$ cat src/rtl/sha1_pkg.sv
// Shared types, constants and round functions for the SHA-1 message hasher.
// No dependencies; imported by the hasher top level.
`default_nettype none

package sha1_pkg;

  typedef logic [31:0] word_t;

  typedef enum logic [2:0] {
    S_IDLE,
    S_PAD,
    S_COMP,
    S_FINAL,
    S_EMIT
  } state_e;

  localparam int unsigned NumRounds = 80;
  localparam int unsigned RoundW    = $clog2(NumRounds);
  localparam int unsigned SchedLen  = 16;
  localparam int unsigned CvWords   = 5;
  localparam int unsigned FillW     = 6;
  localparam int unsigned CountW    = 61;

  localparam logic [RoundW-1:0] LastRound = RoundW'(NumRounds - 1);
  localparam logic [FillW-1:0]  LastFill  = {FillW{1'b1}};

  localparam word_t K0 = 32'h5A827999;
  localparam word_t K1 = 32'h6ED9EBA1;
  localparam word_t K2 = 32'h8F1BBCDC;
  localparam word_t K3 = 32'hCA62C1D6;

  localparam word_t H0 = 32'h67452301;
  localparam word_t H1 = 32'hEFCDAB89;
  localparam word_t H2 = 32'h98BADCFE;
  localparam word_t H3 = 32'h10325476;
  localparam word_t H4 = 32'hC3D2E1F0;

  localparam logic [7:0] PadByte = 8'h80;

  function automatic word_t round_f(logic [RoundW-1:0] rnd, word_t b, word_t c, word_t d);
    word_t f;
    if (rnd < RoundW'(20)) begin
      f = (b & c) | (~b & d);
    end else if (rnd < RoundW'(40)) begin
      f = b ^ c ^ d;
    end else if (rnd < RoundW'(60)) begin
      f = (b & c) | (b & d) | (c & d);
    end else begin
      f = b ^ c ^ d;
    end
    return f;
  endfunction

  function automatic word_t round_k(logic [RoundW-1:0] rnd);
    word_t k;
    if (rnd < RoundW'(20)) begin
      k = K0;
    end else if (rnd < RoundW'(40)) begin
      k = K1;
    end else if (rnd < RoundW'(60)) begin
      k = K2;
    end else begin
      k = K3;
    end
    return k;
  endfunction

endpackage

`default_nettype wire

$ cat src/rtl/sha1_if.sv
// Valid/ready channel interfaces: message byte items in, digest items out.
// No dependencies.
`default_nettype none

interface sha1_in_if;
  logic       valid;
  logic       ready;
  logic [7:0] data_byte;
  logic       carries_byte;
  logic       last;

  modport source (output valid, output data_byte, output carries_byte, output last,
                  input ready);
  modport sink   (input valid, input data_byte, input carries_byte, input last,
                  output ready);
endinterface

interface sha1_out_if;
  logic        valid;
  logic        ready;
  logic [31:0] digest_word0;
  logic [31:0] digest_word1;
  logic [31:0] digest_word2;
  logic [31:0] digest_word3;
  logic [31:0] digest_word4;

  modport source (output valid, output digest_word0, output digest_word1,
                  output digest_word2, output digest_word3, output digest_word4,
                  input ready);
  modport sink   (input valid, input digest_word0, input digest_word1,
                  input digest_word2, input digest_word3, input digest_word4,
                  output ready);
endinterface

`default_nettype wire

$ cat src/rtl/sha1_message_hasher.sv
// SHA-1 message hasher: byte stream in, 160-bit digest out, one round per cycle.
// Depends on sha1_pkg and the channel interfaces in sha1_if.sv.
//
//   channel | dir | item                                  | handshake
//   msg_i   | in  | data_byte, carries_byte, last         | valid/ready
//   dig_o   | out | digest_word0 .. digest_word4          | valid/ready
//
// Byte items are taken only while idle; the item that fills a 64-byte block
// starts the 80 rounds and the chaining update of the shared round unit.
// A last item adds 9 to 72 padding bytes, inserted one at a time, then one or
// two compressions and the emit step.
// Reset loads the initial chaining values and clears counts; no clearing pass.
// A digest waiting on dig_o does not stall msg_i until the next digest is due.
`default_nettype none

module sha1_message_hasher import sha1_pkg::*; (
  input  logic clk_i,
  input  logic rst_ni,
  sha1_in_if.sink    msg_i,
  sha1_out_if.source dig_o
);

  state_e              state_q, state_d;
  logic [FillW-1:0]    fill_q, fill_d;
  logic [CountW-1:0]   count_q, count_d;
  logic [RoundW-1:0]   round_q, round_d;
  logic                pad_q, pad_d;
  logic                first_q, first_d;
  logic                len_q, len_d;
  logic                emit_q, emit_d;
  logic                out_valid_q, out_valid_d;
  word_t               cv_q [CvWords];
  word_t               cv_d [CvWords];
  word_t               out_q [CvWords];
  word_t               out_d [CvWords];
  word_t               w_q [SchedLen];
  word_t               w_d [SchedLen];
  logic [23:0]         acc_q, acc_d;
  word_t               a_q, b_q, c_q, d_q, e_q;
  word_t               a_d, b_d, c_d, d_d, e_d;

  logic                ins_en;
  logic [7:0]          ins_byte;
  logic [7:0]          len_byte;
  logic [63:0]         bit_len;
  logic [5:0]          len_shift;
  word_t               round_sum;
  word_t               sched_new;

  assign bit_len   = {count_q, 3'b000};
  assign len_shift = {~fill_q[2:0], 3'b000};
  assign len_byte  = 8'(bit_len >> len_shift);

  assign round_sum = {a_q[26:0], a_q[31:27]} + round_f(round_q, b_q, c_q, d_q) + e_q
                   + round_k(round_q) + w_q[0];
  assign sched_new = {(w_q[13] ^ w_q[8] ^ w_q[2] ^ w_q[0])} << 1
                   | {31'd0, w_q[13][31] ^ w_q[8][31] ^ w_q[2][31] ^ w_q[0][31]};

  assign msg_i.ready        = (state_q == S_IDLE);
  assign dig_o.valid        = out_valid_q;
  assign dig_o.digest_word0 = out_q[0];
  assign dig_o.digest_word1 = out_q[1];
  assign dig_o.digest_word2 = out_q[2];
  assign dig_o.digest_word3 = out_q[3];
  assign dig_o.digest_word4 = out_q[4];

  always_comb begin
    state_d     = state_q;
    fill_d      = fill_q;
    count_d     = count_q;
    round_d     = round_q;
    pad_d       = pad_q;
    first_d     = first_q;
    len_d       = len_q;
    emit_d      = emit_q;
    out_valid_d = out_valid_q;
    cv_d        = cv_q;
    out_d       = out_q;
    w_d         = w_q;
    acc_d       = acc_q;
    a_d         = a_q;
    b_d         = b_q;
    c_d         = c_q;
    d_d         = d_q;
    e_d         = e_q;
    ins_en      = 1'b0;
    ins_byte    = msg_i.data_byte;

    if (out_valid_q && dig_o.ready) begin
      out_valid_d = 1'b0;
    end

    case (state_q)
      S_IDLE: begin
        if (msg_i.valid) begin
          if (msg_i.carries_byte) begin
            ins_en  = 1'b1;
            count_d = count_q + CountW'(1);
          end
          if (msg_i.last) begin
            pad_d   = 1'b1;
            first_d = 1'b1;
            len_d   = 1'b0;
          end
          if (msg_i.carries_byte && fill_q == LastFill) begin
            state_d = S_COMP;
          end else if (msg_i.last) begin
            state_d = S_PAD;
          end
        end
      end
      S_PAD: begin
        ins_en = 1'b1;
        if (first_q) begin
          ins_byte = PadByte;
          first_d  = 1'b0;
          if (fill_q[5:3] != 3'b111) begin
            len_d = 1'b1;
          end
        end else if (len_q && fill_q[5:3] == 3'b111) begin
          ins_byte = len_byte;
        end else begin
          ins_byte = 8'h00;
        end
        if (fill_q == LastFill) begin
          state_d = S_COMP;
          if (len_q && !first_q) begin
            emit_d = 1'b1;
          end else begin
            len_d = 1'b1;
          end
        end
      end
      S_COMP: begin
        a_d     = round_sum;
        b_d     = a_q;
        c_d     = {b_q[1:0], b_q[31:2]};
        d_d     = c_q;
        e_d     = d_q;
        round_d = round_q + RoundW'(1);
        for (int i = 0; i < SchedLen - 1; i++) begin
          w_d[i] = w_q[i+1];
        end
        w_d[SchedLen-1] = sched_new;
        if (round_q == LastRound) begin
          state_d = S_FINAL;
        end
      end
      S_FINAL: begin
        cv_d[0] = cv_q[0] + a_q;
        cv_d[1] = cv_q[1] + b_q;
        cv_d[2] = cv_q[2] + c_q;
        cv_d[3] = cv_q[3] + d_q;
        cv_d[4] = cv_q[4] + e_q;
        if (emit_q) begin
          state_d = S_EMIT;
        end else if (pad_q) begin
          state_d = S_PAD;
        end else begin
          state_d = S_IDLE;
        end
      end
      S_EMIT: begin
        if (!out_valid_q || dig_o.ready) begin
          out_d       = cv_q;
          out_valid_d = 1'b1;
          cv_d[0]     = H0;
          cv_d[1]     = H1;
          cv_d[2]     = H2;
          cv_d[3]     = H3;
          cv_d[4]     = H4;
          count_d     = '0;
          pad_d       = 1'b0;
          emit_d      = 1'b0;
          state_d     = S_IDLE;
        end
      end
      default: begin
        state_d = S_IDLE;
      end
    endcase

    if (ins_en) begin
      fill_d = fill_q + FillW'(1);
      if (fill_q[1:0] == 2'b11) begin
        for (int i = 0; i < SchedLen - 1; i++) begin
          w_d[i] = w_q[i+1];
        end
        w_d[SchedLen-1] = {acc_q, ins_byte};
      end else begin
        acc_d = {acc_q[15:0], ins_byte};
      end
    end

    if (state_d == S_COMP && state_q != S_COMP) begin
      a_d     = cv_q[0];
      b_d     = cv_q[1];
      c_d     = cv_q[2];
      d_d     = cv_q[3];
      e_d     = cv_q[4];
      round_d = '0;
    end
  end

  always_ff @(posedge clk_i or negedge rst_ni) begin
    if (!rst_ni) begin
      state_q     <= S_IDLE;
      fill_q      <= '0;
      count_q     <= '0;
      round_q     <= '0;
      pad_q       <= 1'b0;
      first_q     <= 1'b0;
      len_q       <= 1'b0;
      emit_q      <= 1'b0;
      out_valid_q <= 1'b0;
      cv_q[0]     <= H0;
      cv_q[1]     <= H1;
      cv_q[2]     <= H2;
      cv_q[3]     <= H3;
      cv_q[4]     <= H4;
    end else begin
      state_q     <= state_d;
      fill_q      <= fill_d;
      count_q     <= count_d;
      round_q     <= round_d;
      pad_q       <= pad_d;
      first_q     <= first_d;
      len_q       <= len_d;
      emit_q      <= emit_d;
      out_valid_q <= out_valid_d;
      cv_q        <= cv_d;
    end
  end

  always_ff @(posedge clk_i) begin
    out_q <= out_d;
    w_q   <= w_d;
    acc_q <= acc_d;
    a_q   <= a_d;
    b_q   <= b_d;
    c_q   <= c_d;
    d_q   <= d_d;
    e_q   <= e_d;
  end

  a_round_range: assert property (@(posedge clk_i) disable iff (!rst_ni)
    state_q == S_COMP |-> round_q <= LastRound)
    else $error("round counter past last round");

  a_comp_to_final: assert property (@(posedge clk_i) disable iff (!rst_ni)
    state_q == S_COMP && round_q == LastRound |=> state_q == S_FINAL)
    else $error("compression did not end after the last round");

  a_emit_block_aligned: assert property (@(posedge clk_i) disable iff (!rst_ni)
    state_q == S_EMIT |-> fill_q == '0 && !first_q && len_q)
    else $error("digest due with a partial block");

  a_pad_flag: assert property (@(posedge clk_i) disable iff (!rst_ni)
    state_q == S_PAD || emit_q |-> pad_q)
    else $error("padding without an ending message");

  a_out_from_emit: assert property (@(posedge clk_i) disable iff (!rst_ni)
    $rose(out_valid_q) |-> $past(state_q == S_EMIT))
    else $error("digest item raised outside emit");

endmodule

`default_nettype wire
$ cat src/flat_wrapper.sv
// flat-port wrapper written by rule: the top's interface ports become plain ports
module sha1_message_hasher_flat import sha1_pkg::*;
  (clk_i, rst_ni, msg_i_valid, msg_i_data_byte, msg_i_carries_byte, msg_i_last, msg_i_ready, dig_o_valid, dig_o_digest_word0, dig_o_digest_word1, dig_o_digest_word2, dig_o_digest_word3, dig_o_digest_word4, dig_o_ready);
  sha1_in_if msg_i_i ();
  sha1_out_if dig_o_i ();
  input  logic clk_i;
  input  logic rst_ni;
  input wire logic [$bits(msg_i_i.valid)-1:0] msg_i_valid;
  input wire logic [$bits(msg_i_i.data_byte)-1:0] msg_i_data_byte;
  input wire logic [$bits(msg_i_i.carries_byte)-1:0] msg_i_carries_byte;
  input wire logic [$bits(msg_i_i.last)-1:0] msg_i_last;
  output wire logic [$bits(msg_i_i.ready)-1:0] msg_i_ready;
  output wire logic [$bits(dig_o_i.valid)-1:0] dig_o_valid;
  output wire logic [$bits(dig_o_i.digest_word0)-1:0] dig_o_digest_word0;
  output wire logic [$bits(dig_o_i.digest_word1)-1:0] dig_o_digest_word1;
  output wire logic [$bits(dig_o_i.digest_word2)-1:0] dig_o_digest_word2;
  output wire logic [$bits(dig_o_i.digest_word3)-1:0] dig_o_digest_word3;
  output wire logic [$bits(dig_o_i.digest_word4)-1:0] dig_o_digest_word4;
  input wire logic [$bits(dig_o_i.ready)-1:0] dig_o_ready;
  assign msg_i_i.valid = msg_i_valid;
  assign msg_i_i.data_byte = msg_i_data_byte;
  assign msg_i_i.carries_byte = msg_i_carries_byte;
  assign msg_i_i.last = msg_i_last;
  assign msg_i_ready = msg_i_i.ready;
  assign dig_o_valid = dig_o_i.valid;
  assign dig_o_digest_word0 = dig_o_i.digest_word0;
  assign dig_o_digest_word1 = dig_o_i.digest_word1;
  assign dig_o_digest_word2 = dig_o_i.digest_word2;
  assign dig_o_digest_word3 = dig_o_i.digest_word3;
  assign dig_o_digest_word4 = dig_o_i.digest_word4;
  assign dig_o_i.ready = dig_o_ready;
  sha1_message_hasher u_core (.clk_i(clk_i), .rst_ni(rst_ni), .msg_i(msg_i_i), .dig_o(dig_o_i));
endmodule
$ cat config.mk
export PLATFORM = sky130hd
export DESIGN_NAME = sha1_message_hasher_flat
export DESIGN_NICKNAME = d
export VERILOG_FILES = /design/src/rtl/sha1_pkg.sv /design/src/rtl/sha1_if.sv /design/src/rtl/sha1_message_hasher.sv /design/src/flat_wrapper.sv
export SDC_FILE = /design/constraint.sdc
export NUM_CORES = 2
export LEC_CHECK = 0
export ABC_AREA = 1
export BUFFER_PORTS_ARGS = -buffer_cell sky130_fd_sc_hd__buf_2
export CORE_MARGIN = 2
export CORE_UTILIZATION = 60
export CTS_CLUSTER_SIZE = 14
export DETAILED_ROUTE_END_ITERATION = 8
export PLACE_DENSITY = 0.77
export SETUP_SLACK_MARGIN = 0.3
export SKIP_CTS_REPAIR_TIMING = 1
export SLEW_MARGIN = 30
export SYNTH_ARGS = -nofsm -noshare
export SYNTH_HDL_FRONTEND = slang
export SYNTH_SLANG_ARGS = --single-unit
$ cat constraint.sdc
create_clock -name clk_i -period 8.5 [get_ports clk_i]
set_input_delay 0.85 -clock clk_i [delete_from_list [all_inputs] [get_ports clk_i]]
set_output_delay 0.85 -clock clk_i [all_outputs]
set_load 0.05 [all_outputs]
Yosys cells after proc, flatten, opt, wreduce, memory -nomap -nowiden
Cells that the tools add are included.
{"block": "totals", "in_bits": 14, "reg_bits": 1098, "output_inout_bits": 162, "wordCells": 174}
{"block": "classes", "n_mux": 60, "n_bitwise": 19, "reduce_logical": 21, "shift": 1, "magnitude_cmp": 3, "eq_ne": 17, "add_sub_neg": 12}
{"operator": "$mux W512", "n": 3}
{"operator": "$mux W32", "n": 15}
{"operator": "$pmux W160 S2", "n": 1}
{"operator": "$add A32 B32 Y32", "n": 9}
{"operator": "$mux W61", "n": 3}
{"operator": "$mux W160", "n": 1}
{"operator": "$and A32 B32 Y32", "n": 4}
{"operator": "$pmux W61 S2", "n": 1}
{"operator": "$or A32 B32 Y32", "n": 3}
{"operator": "$xor A31 B31 Y31", "n": 3}
{"operator": "$shr A64 B6 Y8", "n": 1}
{"operator": "$xor A32 B32 Y32", "n": 2}
{"operator": "$add A61 B1 Y61 const B", "n": 1}
{"operator": "$not A32 Y32", "n": 1}
{"operator": "$or A32 B1 Y32", "n": 1}
{"operator": "$mux W31", "n": 1}
{"operator": "$mux W8", "n": 3}
{"operator": "$mux W3", "n": 7}
{"operator": "$mux W1", "n": 17}
{"operator": "$pmux W3 S5", "n": 1}
{"operator": "$lt A7 B6 Y1 const B", "n": 2}
{"operator": "$mux W7", "n": 2}
{"operator": "$reduce_and A4 Y1", "n": 3}
{"operator": "$pmux W1 S2", "n": 5}
{"operator": "23 further kinds", "n": 43}

Logic depth before layout (Yosys ltp)
{"block": "depth", "depth_word": 12, "ltp_mapped": 28, "ltp_nobuf": 26}

Worst setup path before layout
Ideal clock, no wire load.
{"block": "synth_timing", "path_kind": "register to register", "from": "reg u_core.state_q[0]", "to": "reg u_core.a_q[0], enable pin", "setup_time_ps": 1726, "synth_period_minus_slack_ps": 6594, "path_stages_with_launch": 6, "n_path_buf": 2, "t_required_ps": 6774, "t_arrival_ps": 4867, "slack_ps": 1906, "path_cell_list": "dfrtp_1 > inv_2 > nand3_4 > clkbuf_1 > clkbuf_1 > nand3_1"}
{"block": "synth_between", "elab_chain_len": 7, "elab_cells_between_ends": 16, "classes_between": "6 x eq/ne; 7 x mux; 3 x reduce/logical"}
{"item": "start, declared", "line": "sha1_message_hasher.sv:23", "text": "state_e state_q, state_d;"}
{"item": "start signal, assigned", "line": "sha1_message_hasher.sv:222", "text": "state_q <= state_d;"}
{"item": "$mux W3", "line": "sha1_message_hasher.sv:107", "text": "end else if (msg_i.last) begin"}
{"item": "$mux W3", "line": "sha1_message_hasher.sv:105", "text": "if (msg_i.carries_byte && fill_q == LastFill) begin"}
{"item": "$mux W3", "line": "sha1_message_hasher.sv:95", "text": "if (msg_i.valid) begin"}
{"item": "$pmux W3 S5", "line": "sha1_message_hasher.sv:93", "text": "case (state_q)"}
{"item": "$eq A3 B2 Y1", "line": "sha1_message_hasher.sv:195", "text": "if (state_d == S_COMP && state_q != S_COMP) begin"}
{"item": "$logic_and A1 B1 Y1", "line": "sha1_message_hasher.sv:195"}
{"item": "$reduce_bool A2 Y1 (no source line) *"}
{"item": "end signal, assigned", "line": "sha1_message_hasher.sv:239", "text": "a_q <= a_d;"}
{"item": "end, declared", "line": "sha1_message_hasher.sv:39", "text": "word_t a_q, b_q, c_q, d_q, e_q;"}
Mark *: on every way between the ends. The rest lies on a longest branch, timed or not.
A chain may end at the register's enable or synchronous reset.

Worst setup path in the final report
{"block": "layout_timing", "from": "reg u_core.round_q[3]", "to": "reg u_core.a_q[29], data pin"}
{"block": "layout_between", "elab_chain_len": 10, "elab_cells_between_ends": 20, "classes_between": "4 x add/sub; 3 x order compare; 2 x eq/ne; 10 x mux; 1 x reduce/logical"}
{"item": "start, declared", "line": "sha1_message_hasher.sv:26", "text": "logic [RoundW-1:0] round_q, round_d;"}
{"item": "start signal, assigned", "line": "sha1_message_hasher.sv:225", "text": "round_q <= round_d;"}
{"item": "$lt A7 B6 Y1", "line": "sha1_pkg.sv:46, sha1_pkg.sv:60"}
{"item": "$mux W32", "line": "sha1_pkg.sv:46", "text": "end else if (rnd < RoundW'(60)) begin"}
{"item": "$mux W32", "line": "sha1_pkg.sv:44", "text": "end else if (rnd < RoundW'(40)) begin"}
{"item": "$mux W32", "line": "sha1_pkg.sv:42", "text": "if (rnd < RoundW'(20)) begin"}
{"item": "$add A32 B32 Y32 (2 in series)", "line": "sha1_message_hasher.sv:54", "text": "assign round_sum = {a_q[26:0], a_q[31:27]} + round_f(round_q, b_q, c_q, d_q) + e_q"}
{"item": "$add A32 B32 Y32 (2 in series)", "line": "sha1_message_hasher.sv:55", "text": "+ round_k(round_q) + w_q[0];"}
{"item": "$mux W32", "line": "sha1_message_hasher.sv:93"}
{"item": "$mux W32 *", "line": "sha1_message_hasher.sv:195"}
{"item": "named net u_core.a_d[29]", "line": "sha1_message_hasher.sv:40", "text": "word_t a_d, b_d, c_d, d_d, e_d;"}
The timed path passes the listed nets; every way through them passes the cells marked *. The select of a mux whose other input is x is not followed.

==> reports/results.tsv <==
stage	metric	value	unit
status	status	complete, no violations	
synth	synth.cell_area	58500	sq um
critical_path	path_buf_inv	4	
job	cap_viol_max_count	0	
critical_path	worstSetupPathType	reg2reg	
timing	report.final.setup_viol	0	
global_route	grt.total_usage	0.355	
clock_tree	cts_buffer_depth	3	
timing	max_slew.worst_pin.slew	1.04	ns
detailed_routing	drtAntennaViolNets	0	
clock_tree	insertion_delay	0.76	ns
critical_path	cpLargestDelayFamily	adder cells	
timing	min_period	5.88	ns
synth	ys_ff_latch	1098	
synth	synth_area_leaders	edfxtp_1 18%, dfxtp_1 18%, nand2_1 12%	
critical_path	cp_slowest_cell	fa_1	
floorplanning	boundaryPins	176	
pwr	finalPower	0.0300	W
timing	finalSetupTns	0	ns
critical_path	start_kind	flop	
detailed_routing	drt_pass1_iterations	8	
clock_tree	tritoncts	done	
synth	synth_top_area_share	0.176	
clock_tree	path_clk_slew	0.07	ns
detailed_routing	drc	0	
detailed_routing	drt_wl_total	180	mm
synth	synthFlopType	dfxtp_1	
synth	synth_top_area_cell	edfxtp_1	
synth	ys.warnings.count	0	
floorplanning	rows	114	
detailed_routing	via_per_inst	5.62	
clock_tree	cts_made_buffers	109	
global_route	grt_pass1_wl	269	mm
cells_and_area	diodes	0	
timing	rsz0062_at_grt	no	
synth	synth_fp_nets	7826	
detailed_routing	vias	50185	
critical_path	cp_common_cell	nand2_1	
critical_path	timing.rr.end	u_core.a_q[29]$_DFFE_PP_	
global_route	first_global_vias	46231	
global_route	busiest_layer	met2	
critical_path	max_stage_delay	0.54	ns
pwr	ir_drop	0.326	mV
synth	synth_edf_count	344	
clock_tree	htree_num_levels	3	
critical_path	crit_arrival	6.32	ns
cells_and_area	fill_cells	8199	
cells_and_area	syn2layout_area_growth	9.61	%
synth	synthesis.instances	7465	
place	dp_hpwl	134	mm
synth	ys_seq_area_frac	0.457	
floorplanning	die_h	316	um
clock_tree	cts_sinks	1098	
critical_path	end_kind	flop	
global_route	globalRouteMet1Util	0.514	
floorplanning	start_util	0.605	
floorplanning	core_area	96700	sq um
clock_tree	cts_root_buffer	clkbuf_16	
synth	ys_types	50	
cells_and_area	stdcell_count	8930	
place	post-place-cells	8720	
hold_path	hp-class	in2async	
place	portBuffers	175	
global_route	antenna_found_initial	3	
timing	skew	0.0740	ns
critical_path	worstPathCellList	nand2_1 > nand3_1 > nand2_1 > nand2_1 > buf_4 > o22ai_1 > a21oi_1 > fa_1 > inv_1 > fa_1 > fa_1 > inv_1 > ha_1 > inv_1 > fa_1 > o21bai_1 > nand2_1 > nand3_1 > nand3_1 > nand2_1 > nand2_1 > nand3_1 > nand2_1	
pwr	p_per_area	468	nW/um^2
timing	max_freq	170	MHz
cells_and_area	drive_gt1_frac	0.0647	
global_route	use_met3	0.0784	
critical_path	worstPathRequired	8.95	ns
critical_path	r2r-start	u_core.round_q[3]$_DFFE_PN0P_	
detailed_routing	wl_per_cell	20.1	um
global_route	gr-usage-met2	0.521	
global_route	grt_max_degree	294	
floorplanning	fp.dieArea	100000	sq um
critical_path	reg2regPathDepth	23	
critical_path	cp_max_fo	18	
pwr	p_leak	30.1	nW
timing	slew_violations	0	
place	gp_congestion	1.02	
global_route	overflow	0	
critical_path	regToRegSetupSlack	2.62	ns
floorplanning	dieWidth	316	um
synth	postSynthAreaPerCell	7.84	sq um
cells_and_area	nets	7918	
timing	max_slew_margin	0.309	
detailed_routing	drt_iter0_drc	5680	
synth	async_flop_share	0.220	
timing	hold_violations	0	
timing	fin_crit_sh	0.691	
## per-stage QoR
step | util | worst slack, ns | hold slack, ns | cell area (sq um)
3_5_place_dp | 0.624 | 2.74 | 0.434 | 60400
3_3_place_gp | 0.624 | 2.82 | 0.428 | 60400
6_report | 0.663 | 2.62 | 0.114 | 64200
2_1_floorplan | - | 1.91 | 0.420 | 58500
5_1_grt | 0.663 | 2.25 | 0.155 | 64200
4_1_cts | 0.663 | 2.69 | 0.101 | 64100
## registers in the layout (all words and copies together), names as in the netlist, 3 cells and up
signal / count
u_core.acc_q: 24
u_core.dig_o.digest_word3: 32
u_core.e_q: 32
u_core.dig_o.digest_word1: 32
u_core.c_q: 32
u_core.a_q: 32
u_core.d_q: 32
u_core.dig_o.digest_word0: 32
u_core.fill_q: 6
u_core.w_q: 512
u_core.count_q: 61
u_core.dig_o.digest_word4: 32
u_core.cv_q: 160
u_core.b_q: 32
u_core.dig_o.digest_word2: 32
u_core.state_q: 3
u_core.round_q: 7
## worst reg2reg max path, delay by kind of cell, from the launching register on
kind,cells,cell delay (ns)
adders and majority gates,5,2.16
and+or+nand+nor,11,1.80
AOI/OAI and AO/OA,3,0.58
buffers and inverters,4,0.60
DFF,1,0.45
## how the worst max path moves through the flow
stage,start,to,slack [ns],cells past startpoint
4_1_cts,u_core.round_q[4]$_DFFE_PN0P_,u_core.a_q[29]$_DFFE_PP_,2.69,22
2_1_floorplan,u_core.state_q[0]$_DFF_PN0_,u_core.a_q[0]$_DFFE_PP_,1.91,5
3_3_place_gp,u_core.round_q[5]$_DFFE_PN0P_,u_core.a_q[29]$_DFFE_PP_,2.82,22
6_report,u_core.round_q[3]$_DFFE_PN0P_,u_core.a_q[29]$_DFFE_PP_,2.62,23
3_5_place_dp,u_core.round_q[4]$_DFFE_PN0P_,u_core.a_q[29]$_DFFE_PP_,2.74,22
5_1_grt,u_core.round_q[5]$_DFFE_PN0P_,u_core.a_q[29]$_DFFE_PP_,2.25,22
## routing by layer
metal	wire, um	vias to the layer above
met5	27	-
met4	7040	4
met3	18500	388
met2	75900	2159
met1	78200	23435
li1	-	24199
## cell usage after synthesis (7+ instances only)
library cell	number
nand4_1	96
dfxtp_1	512
and2_1	15
o211ai_1	11
nand3_1	357
nor2_1	707
nand2_1	1888
o2111ai_1	11
a21oi_1	531
xor2_1	74
o21bai_1	43
dfrtp_1	162
o22ai_1	67
o221ai_1	25
buf_4	7
dfstp_2	80
xnor2_1	67
inv_1	1154
nor4_1	11
o21ai_0	514
edfxtp_1	344
fa_1	124
nor3_1	83
ha_1	223
o21ai_1	65
or2_2	13
nand3b_1	19
clkbuf_1	125
buf_2	79
buf_1	15
## final cells by class
type	instances	area, sq um	area share
sequential	1098	26700	0.417
inverter	1160	4360	0.0680
multi-input combinational	4981	26500	0.413
clock inverter	59	657	0.0102
clock buffer	149	3070	0.0479
tap	1276	1600	0.0249
timing repair buffer	207	1230	0.0191
## power breakdown
group	internal (W)	leakage, nW	switching, W
clock network	0.00278	1.80	0.00218
registers	0.00791	10.1	0.00165
logic	0.00532	18.2	0.0102
total	0.0160	30.1	0.0140
## cell usage in the layout, fill, tap and decap left out, drive strengths merged, types with 96 or more instances in the layout
| cell | instances |
|---|---|
| fa | 124 |
| dfrtp | 162 |
| buf | 207 |
| nand2 | 1890 |
| a21oi | 531 |
| nor2 | 708 |
| ha | 223 |
| dfxtp | 512 |
| clkbuf | 149 |
| edfxtp | 344 |
| nand3 | 360 |
| inv | 1166 |
| nand4 | 96 |
| o21ai | 579 |
## logic make-up (layout without fill, tap and decap cells)
| group | Yosys count | in the layout | share of synthesized area |
|---|---|---|---|
| AND/OR/NAND/NOR | 3202 | 3202 | 0.223 |
| multiplexers | 7 | 7 | 0.00135 |
| XOR/XNOR | 141 | 141 | 0.0211 |
| flip-flops | 1098 | 1098 | 0.457 |
| AO/OA/AOI/OAI | 1284 | 1284 | 0.117 |
| adder cells (fa/ha/maj) | 347 | 347 | 0.0901 |
| buffers and inverters | 1386 | 1575 | 0.0910 |
No activity file was read; power rests on OpenSTA's default activity.
